File: src/sv/assert_macros.svh
// Assertion macros used by the RTL of the arithmetic encoder.
`ifndef ASSERT_MACROS_SVH
`define ASSERT_MACROS_SVH

// Check that cons holds in the same cycle whenever ante holds.
`define AAE_ASSERT_SAME(lbl, clk, rst_n, ante, cons, msg) \
    lbl: assert property (@(posedge clk) disable iff (!rst_n) (ante) |-> (cons)) \
        else $error(msg);

// Check that cons holds in the cycle after ante holds.
`define AAE_ASSERT_NEXT(lbl, clk, rst_n, ante, cons, msg) \
    lbl: assert property (@(posedge clk) disable iff (!rst_n) (ante) |=> (cons)) \
        else $error(msg);

`endif

File: src/sv/aae_pkg.sv
// Package with constants and handshake types of the arithmetic encoder.
`timescale 1ns / 1ps
package aae_pkg;

    localparam int CODE_BITS    = 32;
    localparam int TOP_BIT      = CODE_BITS - 1;
    localparam int FREQ_W       = 16;
    localparam int SYM_W        = 9;
    localparam int IDX_W        = 10;
    localparam int MAX_ALPHABET = 511;
    localparam int NUM_IDX      = MAX_ALPHABET + 2;
    localparam int NUM_SYM      = MAX_ALPHABET + 1;
    localparam int TOTAL_LIMIT  = 65535;
    localparam int PROD_W       = FREQ_W + CODE_BITS;
    localparam int MD_CNT_W     = $clog2(PROD_W + 1);
    localparam int NBIT_W       = $clog2(CODE_BITS + 1);

    localparam logic [SYM_W-1:0] ALPHA_RESET = SYM_W'(256);

    // Request to the shared multiply-divide unit
    typedef struct packed {
        logic                 start;
        logic [FREQ_W-1:0]    mult;
        logic [CODE_BITS-1:0] span;
        logic [FREQ_W-1:0]    divisor;
    } md_req_t;

    // Answer of the shared multiply-divide unit
    typedef struct packed {
        logic                 busy;
        logic                 done;
        logic [CODE_BITS-1:0] quotient;
    } md_rsp_t;

endpackage

File: src/sv/aae_muldiv.sv
// Shared unit: one multiply, then a restoring divide one quotient bit a cycle.
`timescale 1ns / 1ps
module aae_muldiv (
    input  logic             clk,
    input  logic             rst_n,
    input  aae_pkg::md_req_t req,
    output aae_pkg::md_rsp_t rsp
);

    logic                                busy_reg, busy_next;
    logic                                done_reg, done_next;
    logic [aae_pkg::MD_CNT_W-1:0]        cnt_reg, cnt_next;
    logic [aae_pkg::PROD_W-1:0]          dvd_reg, dvd_next;
    logic [aae_pkg::FREQ_W-1:0]          rem_reg, rem_next;
    logic [aae_pkg::FREQ_W-1:0]          div_reg, div_next;
    logic [aae_pkg::FREQ_W:0]            trial;

    // Load the product on start, then shift one bit of it into the remainder a cycle
    always_comb
    begin
        busy_next = busy_reg;
        done_next = 1'b0;
        cnt_next  = cnt_reg;
        dvd_next  = dvd_reg;
        rem_next  = rem_reg;
        div_next  = div_reg;
        trial     = {rem_reg, dvd_reg[aae_pkg::PROD_W-1]};
        if (busy_reg)
        begin
            if (trial >= {1'b0, div_reg})
            begin
                rem_next = aae_pkg::FREQ_W'(trial - {1'b0, div_reg});
                dvd_next = {dvd_reg[aae_pkg::PROD_W-2:0], 1'b1};
            end
            else
            begin
                rem_next = trial[aae_pkg::FREQ_W-1:0];
                dvd_next = {dvd_reg[aae_pkg::PROD_W-2:0], 1'b0};
            end
            cnt_next = cnt_reg - aae_pkg::MD_CNT_W'(1);
            if (cnt_reg == aae_pkg::MD_CNT_W'(1))
            begin
                busy_next = 1'b0;
                done_next = 1'b1;
            end
        end
        else if (req.start)
        begin
            busy_next = 1'b1;
            cnt_next  = aae_pkg::MD_CNT_W'(aae_pkg::PROD_W);
            dvd_next  = aae_pkg::PROD_W'(req.mult) * aae_pkg::PROD_W'(req.span);
            rem_next  = '0;
            div_next  = req.divisor;
        end
    end

    always_ff @(posedge clk or negedge rst_n)
    begin
        if (!rst_n)
        begin
            busy_reg <= 1'b0;
            done_reg <= 1'b0;
            cnt_reg  <= '0;
        end
        else
        begin
            busy_reg <= busy_next;
            done_reg <= done_next;
            cnt_reg  <= cnt_next;
        end
    end

    always_ff @(posedge clk)
    begin
        dvd_reg <= dvd_next;
        rem_reg <= rem_next;
        div_reg <= div_next;
    end

    assign rsp.busy     = busy_reg;
    assign rsp.done     = done_reg;
    assign rsp.quotient = dvd_reg[aae_pkg::CODE_BITS-1:0];

endmodule

File: config.mk
export PLATFORM = sky130hd
export DESIGN_NAME = aae_muldiv
export DESIGN_NICKNAME = d
export VERILOG_FILES = /design/src/sv/assert_macros.svh /design/src/sv/aae_pkg.sv /design/src/sv/aae_muldiv.sv
export SDC_FILE = /design/constraint.sdc
export NUM_CORES = 1
export LEC_CHECK = 0
export BUFFER_PORTS_ARGS = -buffer_cell sky130_fd_sc_hd__buf_2
export CAP_MARGIN = 20
export CORE_MARGIN = 2
export CORE_UTILIZATION = 55
export DETAILED_ROUTE_END_ITERATION = 8
export PLACE_DENSITY = 0.73
export SETUP_SLACK_MARGIN = 0.02
export SLEW_MARGIN = 40
export SYNTH_ARGS = -nofsm -noshare
export SYNTH_HDL_FRONTEND = slang
export SYNTH_SLANG_ARGS = --single-unit
File: constraint.sdc
create_clock -name clk -period 7.2 [get_ports clk]
set_clock_uncertainty 0.15 [all_clocks]
set_input_delay 0.72 -clock clk [delete_from_list [all_inputs] [get_ports clk]]
set_output_delay 0.72 -clock clk [all_outputs]
set_load 0.02 [all_outputs]
==> results of run 1 <==
==> area by class of cell <==
type / count / area share [%]
antenna: 3 / 0.0339
clock buffer: 10 / 1.13
clock inverter: 6 / 0.204
inverter: 476 / 8.07
multi-input combinational: 1611 / 71.4
sequential: 88 / 11.8
tap: 511 / 2.89
timing repair buffer: 162 / 4.49
==> metrics by stage <==
stage / util, % / area, um^2
CTS: 59.0 / 22100
floorplan: - / 20900
finish: 59.0 / 22100
detailed placement: 58.2 / 21800
global placement: 58.2 / 21800
global route: 59.0 / 22100
==> Yosys cell counts, types with 3 or more instances <==
cell and instances:
nor2_1 47, xnor2_1 36, nand4_1 12, nor3_1 16, o21a_1 7, nor2b_1 7
mux2i_1 10, edfxtp_1 80, xor2_1 21, buf_4 34, mux2_2 4, nand2_1 392
inv_1 476, o21ai_1 3, o211ai_1 4, a21oi_1 67, nand3b_1 3, clkbuf_1 110
and2_1 209, or3_1 5, nor3b_1 4, fa_1 419, o21bai_1 11, ha_1 138
a211oi_1 14, dfrtp_1 8, a31oi_1 8, a31o_2 3, a21o_1 32, nand3_1 21
o21ai_0 73, nand2b_1 10, a21boi_0 5
==> metal layers <==
layer / vias up / share of wire (%) / global-route usage [%]
met5: - / 0.059 / 0
met4: 4 / 4.4 / 11.3
met3: 147 / 5.5 / 3.29
met2: 559 / 52 / 47.3
met1: 7868 / 38 / 32.9
li1: 7073 / - / -
==> critical path, delay by kind of cell <==
kind	cells	cell delay, ns
fa+ha+maj	7	3.47
compound gates	6	1.52
buf+inv	5	0.74
simple gates	4	0.47
==> worst min path at each step <==
stage	from	end	cells after the start
after CTS	rst_n	cnt_reg[3]	1
after global placement	cnt_reg[5]	cnt_reg[5]	1
after detailed placement	cnt_reg[5]	cnt_reg[5]	1
final	rst_n	cnt_reg[3]	1
after floorplan	rst_n	busy_reg	0
after global routing	rst_n	done_reg	1
==> cells by family (layout without fill, tap and decap cells) <==
group / after synthesis / in the layout / share of synthesized area (%)
flip-flops: 88 / 88 / 12.5
multiplexers: 14 / 14 / 0.696
AO/OA/AOI/OAI: 246 / 246 / 7.36
AND/OR/NAND/NOR: 737 / 737 / 16.8
XOR/XNOR: 57 / 57 / 2.39
buffers and inverters: 621 / 654 / 11.8
other: 0 / 3 / 0
adder cells (fa/ha/maj): 557 / 557 / 48.5
==> layout by cell type, fill, tap and decap left out, types with 11 or more instances in the layout <==
cell	netlist	layout
inv_1	476	475
fa_1	419	419
nand2_1	392	392
and2_1	209	209
ha_1	138	138
buf_2	1	100
edfxtp_1	80	80
o21ai_0	73	73
a21oi_1	67	67
buf_4	34	59
nor2_1	47	47
xnor2_1	36	36
a21o_1	32	32
nand3_1	21	21
xor2_1	21	21
nor3_1	16	16
a211oi_1	14	14
nand4_1	12	12
o21bai_1	11	11
==> summary.txt, run 1 <==
Minimum clock period -> 6.88 ns
CP required -> 7.24 ns
Area grow syn2layout -> 6.14%
Final WL -> 49200 um
Worst reg2reg path startpoint -> rem_reg[0]
Initial Utilization -> 55.6%
End of the critical path -> dvd_reg[47]
PostCTS Resize Cnt -> 0
H-tree Lvls -> 3
Critical path arrival -> 6.92 ns
Count of cell types in the netlist -> 58
Worst setup path start -> req[50]
# placed instances -> 2848
#FFs+latches synth -> 88
Vias per std cell -> 5.46
CP cell instances -> buf_2, buf_4, nand2_1, fa_1, fa_1, fa_1, inv_1, fa_1, fa_1, inv_1, fa_1, inv_1, ha_1, nand2_1, nor2_1, nand3_1, a211oi_2, o221ai_2, a21o_1, a2111o_1, a21o_1, a31oi_1
Outcome -> complete, no violations
Overall routing resource usage -> 26.7%
Gate count of the mapped netlist -> 2320
Largest net degree at the start of global routing -> 105
Clk_lat worst skew -> 0.35 ns
Final ANT Viol Nets -> 0
Final hold violations -> 0
Rows -> 71
DP HPWL -> 41000 um
Mean routed wirelength per cell -> 17.2 um
Kind of critical path -> in2reg
Gr ovfl total -> 0
Fin crit share -> 95.5%
DIE AREA -> 39500 um^2
Reg2reg end -> rem_reg[14]
Cell area after synthesis -> 20800 um^2
Sequential cell area -> 2600 um^2
Slew of the pin with the lowest slew margin -> 0.813 ns
CORE AREA -> 37500 um^2
CTS Buf Count -> 9
Nets -> 2972
TritonRoute pass-1 iters -> 7
Worst R2R Path Depth -> 11
Reg clk slew, reported paths -> 0.07 ns
Achievable frequency -> 145 MHz
Deepest clock path buffer count -> 2
R2R Setup Slk -> 3.78 ns
Global-route wire length before repair -> 83100 um
Hold Slack -> 0.0510 ns
Final WS setup -> 0.322 ns
Initial DRC count -> 1084
GP Congestion -> 0.905
Critical Path Slowest Stage Cell -> fa_1
Yosys synthesis warning count -> 0
CTS tree -> done
Vias in the first global route -> 17032
Overall die height -> 199 um
Area of the multi-input gates -> 15800 um^2
Final cell count without fillers -> 2867
Synthesized Nets -> 2944
TNS Setup -> 0 ns
Most used cell, CP -> fa_1
Width of the die -> 199 um
CP Capture Type -> flip-flop
I/O Pins -> 101
Pre-CTS setup slack -> -0.00767 ns
Antenna violations before repair -> 5
Final setup fails -> 0
Hold_buf cts -> 0
Setup repair after global routing missed its margin -> false
Rel. slew slack -> 45.8%
Setup Fix Bufs, Post-CTS -> 0
Largest register FFs -> 48
DR vias -> 15651
Slew Limit Fails -> 0
Top FF cell, synth -> edfxtp_1
Mean Syn Cell Area -> 8.99 um^2
Register area share after synthesis -> 12.5%
Buffers added on ports -> 100
CTS sink count -> 88
# Max-Cap Violations -> 0
Crit Path Max Fanout -> 18
FILL cells -> 3282
Post-synth top area cell -> fa_1
Drt drc -> 0
Largest stage delay on the critical path -> 0.55 ns
Main area contributors after synthesis -> fa_1 40%, edfxtp_1 12%, inv_1 8.6%
Post-synth top area share -> 40.2%
Async SR Flop Fraction -> 9.09%
Crit start category -> input pin
Hold Path Class -> in2async
CTS root buf -> clkbuf_16
Post-synth EDFFs -> 80
Share of cells above drive strength 1 -> 8.37%
Power of run 1 is not shown: default switching activity piles up to over one toggle a cycle in this logic, so the estimate is an artifact.
==> run 2, diff against run 1 <==
--- a/config.mk
+++ b/config.mk
@@ -5,12 +5,13 @@
 export SDC_FILE = /design/constraint.sdc
 export NUM_CORES = 1
 export LEC_CHECK = 0
+export ABC_AREA = 1
 export BUFFER_PORTS_ARGS = -buffer_cell sky130_fd_sc_hd__buf_2
 export CAP_MARGIN = 20
 export CORE_MARGIN = 2
 export CORE_UTILIZATION = 55
 export DETAILED_ROUTE_END_ITERATION = 8
-export PLACE_DENSITY = 0.73
+export PLACE_DENSITY = 0.72
 export SETUP_SLACK_MARGIN = 0.02
 export SLEW_MARGIN = 40
 export SYNTH_ARGS = -nofsm -noshare
==> run 2 against run 1 <==
Against the previous run: via count grew 15%; critical endpoint is now dvd_reg[38]; non-clock buffer count down 47; area after synthesis rose by 7.4%; fmax up 3.3%; first-iteration DRC count down 4.1%; count of clock-buffer cells in the layout rose by 1; worst setup slack improved by 0.22 ns; core utilization down 0.92 points.
==> summary.txt, run 2 <==
Kind of critical path -> in2reg
Final setup fails -> 0
Global-route wire length before repair -> 95600 um
Mean routed wirelength per cell -> 16.2 um
Gr ovfl total -> 0
Rel. slew slack -> 45.8%
Setup repair after global routing missed its margin -> false
Synthesized Nets -> 3655
Drt drc -> 0
Crit start category -> input pin
Area grow syn2layout -> 3.78%
Outcome -> complete, no violations
Synth top cells by count -> 975 x nand2_1, 856 x inv_1, 419 x fa_1
Main area contributors after synthesis -> fa_1 37%, nand2_1 16%, inv_1 14%
CP cell instances -> buf_2, nand2_1, fa_1, fa_1, fa_1, inv_1, fa_1, fa_1, inv_1, fa_1, inv_1, ha_1, nand2_1, inv_1, nand2_1, nor2_1, nand4_1, nand3_1, nand2_1, nand2_1, nand2_1, nand3_1, nand2_1
Hold Path Class -> in2async
DIE AREA -> 42400 um^2
Clk_lat worst skew -> 0.35 ns
Initial DRC count -> 1040
CP Capture Type -> flip-flop
H-tree Lvls -> 3
Overall routing resource usage -> 28.8%
Commonest non-fill, non-tap cell in the layout -> nand2_1
Vias in the first global route -> 19406
Final Util -> 58.1%
Slew Limit Fails -> 0
CP top delay family -> adder cells
Antenna violations before repair -> 0
Hold Slack -> 0.0605 ns
Vias per std cell -> 5.12
Setup Fix Bufs, Post-CTS -> 0
DR vias -> 18046
Top FF cell, synth -> edfxtp_1
CTS tree -> done
Share of cells above drive strength 1 -> 5.43%
GP Congestion -> 0.961
I/O Pins -> 101
PostCTS Resize Cnt -> 0
Crit Path Max Fanout -> 32
TNS Setup -> 0 ns
Async SR Flop Fraction -> 9.09%
CTS sink count -> 88
Critical path buffer and inverter count -> 5
Top-count cell post-synth -> nand2_1
Slew of the pin with the lowest slew margin -> 0.812 ns
Most used cell, CP -> nand2_1
# Max-Cap Violations -> 0
Deepest clock path buffer count -> 2
CORE AREA -> 40000 um^2
Final hold violations -> 0
Rows -> 73
Yosys synthesis warning count -> 0
Largest net degree at the start of global routing -> 90
Mean Syn Cell Area -> 7.39 um^2
Largest stage delay on the critical path -> 0.60 ns
Overall die height -> 206 um
DP HPWL -> 46500 um
Post-synth EDFFs -> 80
Register area share after synthesis -> 11.6%
CTS root buf -> clkbuf_16
Final ANT Viol Nets -> 0
Commonest cells after routing, fill and taps aside -> 974 x nand2_1, 856 x inv_1, 419 x fa_1
Antenna diodes -> 0
Nets -> 3619
#FFs+latches synth -> 88
Count of cell types in the netlist -> 39
Minimum clock period -> 6.66 ns
Final WL -> 57000 um
Reg clk slew, reported paths -> 0.06 ns
Critical path arrival -> 6.60 ns
Gate count of the mapped netlist -> 3031
Cell area after synthesis -> 22400 um^2
Fin crit share -> 92.5%
Hold_buf cts -> 0
Initial Utilization -> 56.0%
Largest register FFs -> 48
Buffers added on ports -> 100
Critical Path Slowest Stage Cell -> buf_2
Achievable frequency -> 150 MHz
Post-synth top area cell -> fa_1
Post-synth top area share -> 37.4%
Width of the die -> 206 um
CP required -> 7.14 ns
TritonRoute pass-1 iters -> 7
CTS Buf Count -> 9
[run 2: cell count changes after synthesis, sizes merged, moves of 12 or more]
cell    previous run  this run
xnor2             36        22
a211oi            15         0
a21o              32         1
a21oi             67        45
nand2            392       983
inv              476       859
nand3             22        85
xor2              21         9
o21ai             76        47
nor2              47       130
and2             209         1
[run 2: cell families (layout without fill, tap and decap cells)]
group           count (synthesis)  in the layout  synth area share (%)
flops                          88             88                  11.6
compound gates                106            106                  2.58
simple gates                 1228           1228                  21.6
buf+inv                      1021            990                  17.8
fa+ha+maj                     557            557                  45.2
xor+xnor                       31             31                  1.21
[run 2: path summary, 6_finish.rpt]
check,startpoint,endpoint,slack (ns),cells after the start
setup / recovery,req[49],dvd_reg[38],0.54,23
hold / removal,rst_n,cnt_reg[1],0.06,1
setup reg to reg,rem_reg[7],dvd_reg[0],4.67,9
hold reg to reg,cnt_reg[5],cnt_reg[5],0.36,1
max in group asynchronous,rst_n,busy_reg,6.65,1
min in group clk,cnt_reg[5],cnt_reg[5],0.36,1
[run 2: area by class of cell]
cell class | count | area, um^2
clock inverter | 5 | 63.8
sequential | 88 | 2600
inverter | 859 | 3220
fill | 3746 | 16800
clock buffer | 11 | 253
timing repair buffer | 115 | 633
multi-input combinational | 1922 | 15800
tap | 525 | 657
[run 2: layer usage]
metal / share of wire (%) / track usage (%) / wire [um]
met3: 6.1 / 3.17 / 3460
met2: 51 / 51.4 / 28900
met5: 0 / 0 / 0
met1: 39 / 35.9 / 22400
met4: 4.0 / 11.2 / 2260
[run 2: worst reg2reg max path, stage by stage, from the launching register on]
cell and delay, ns:
edfxtp_1 0.41, ha_1 0.38, a21oi_1 0.24, o21ai_1 0.16
a21oi_1 0.19, nand2_2 0.09, nand2_2 0.08, nand2_4 0.15
inv_2 0.31, o21ai_2 0.10
[run 2: stage by stage]
step / setup slack [ns] / area (um^2) / std cells
finish: 0.542 / 23200 / 3525
CTS: 0.665 / 23200 / 3525
global placement: 0.392 / 22900 / 3509
global route: 0.332 / 23200 / 3525
detailed placement: 0.352 / 22900 / 3509
floorplan: 1.06 / 22400 / 3031
Power of run 2 is left out for the same reason.
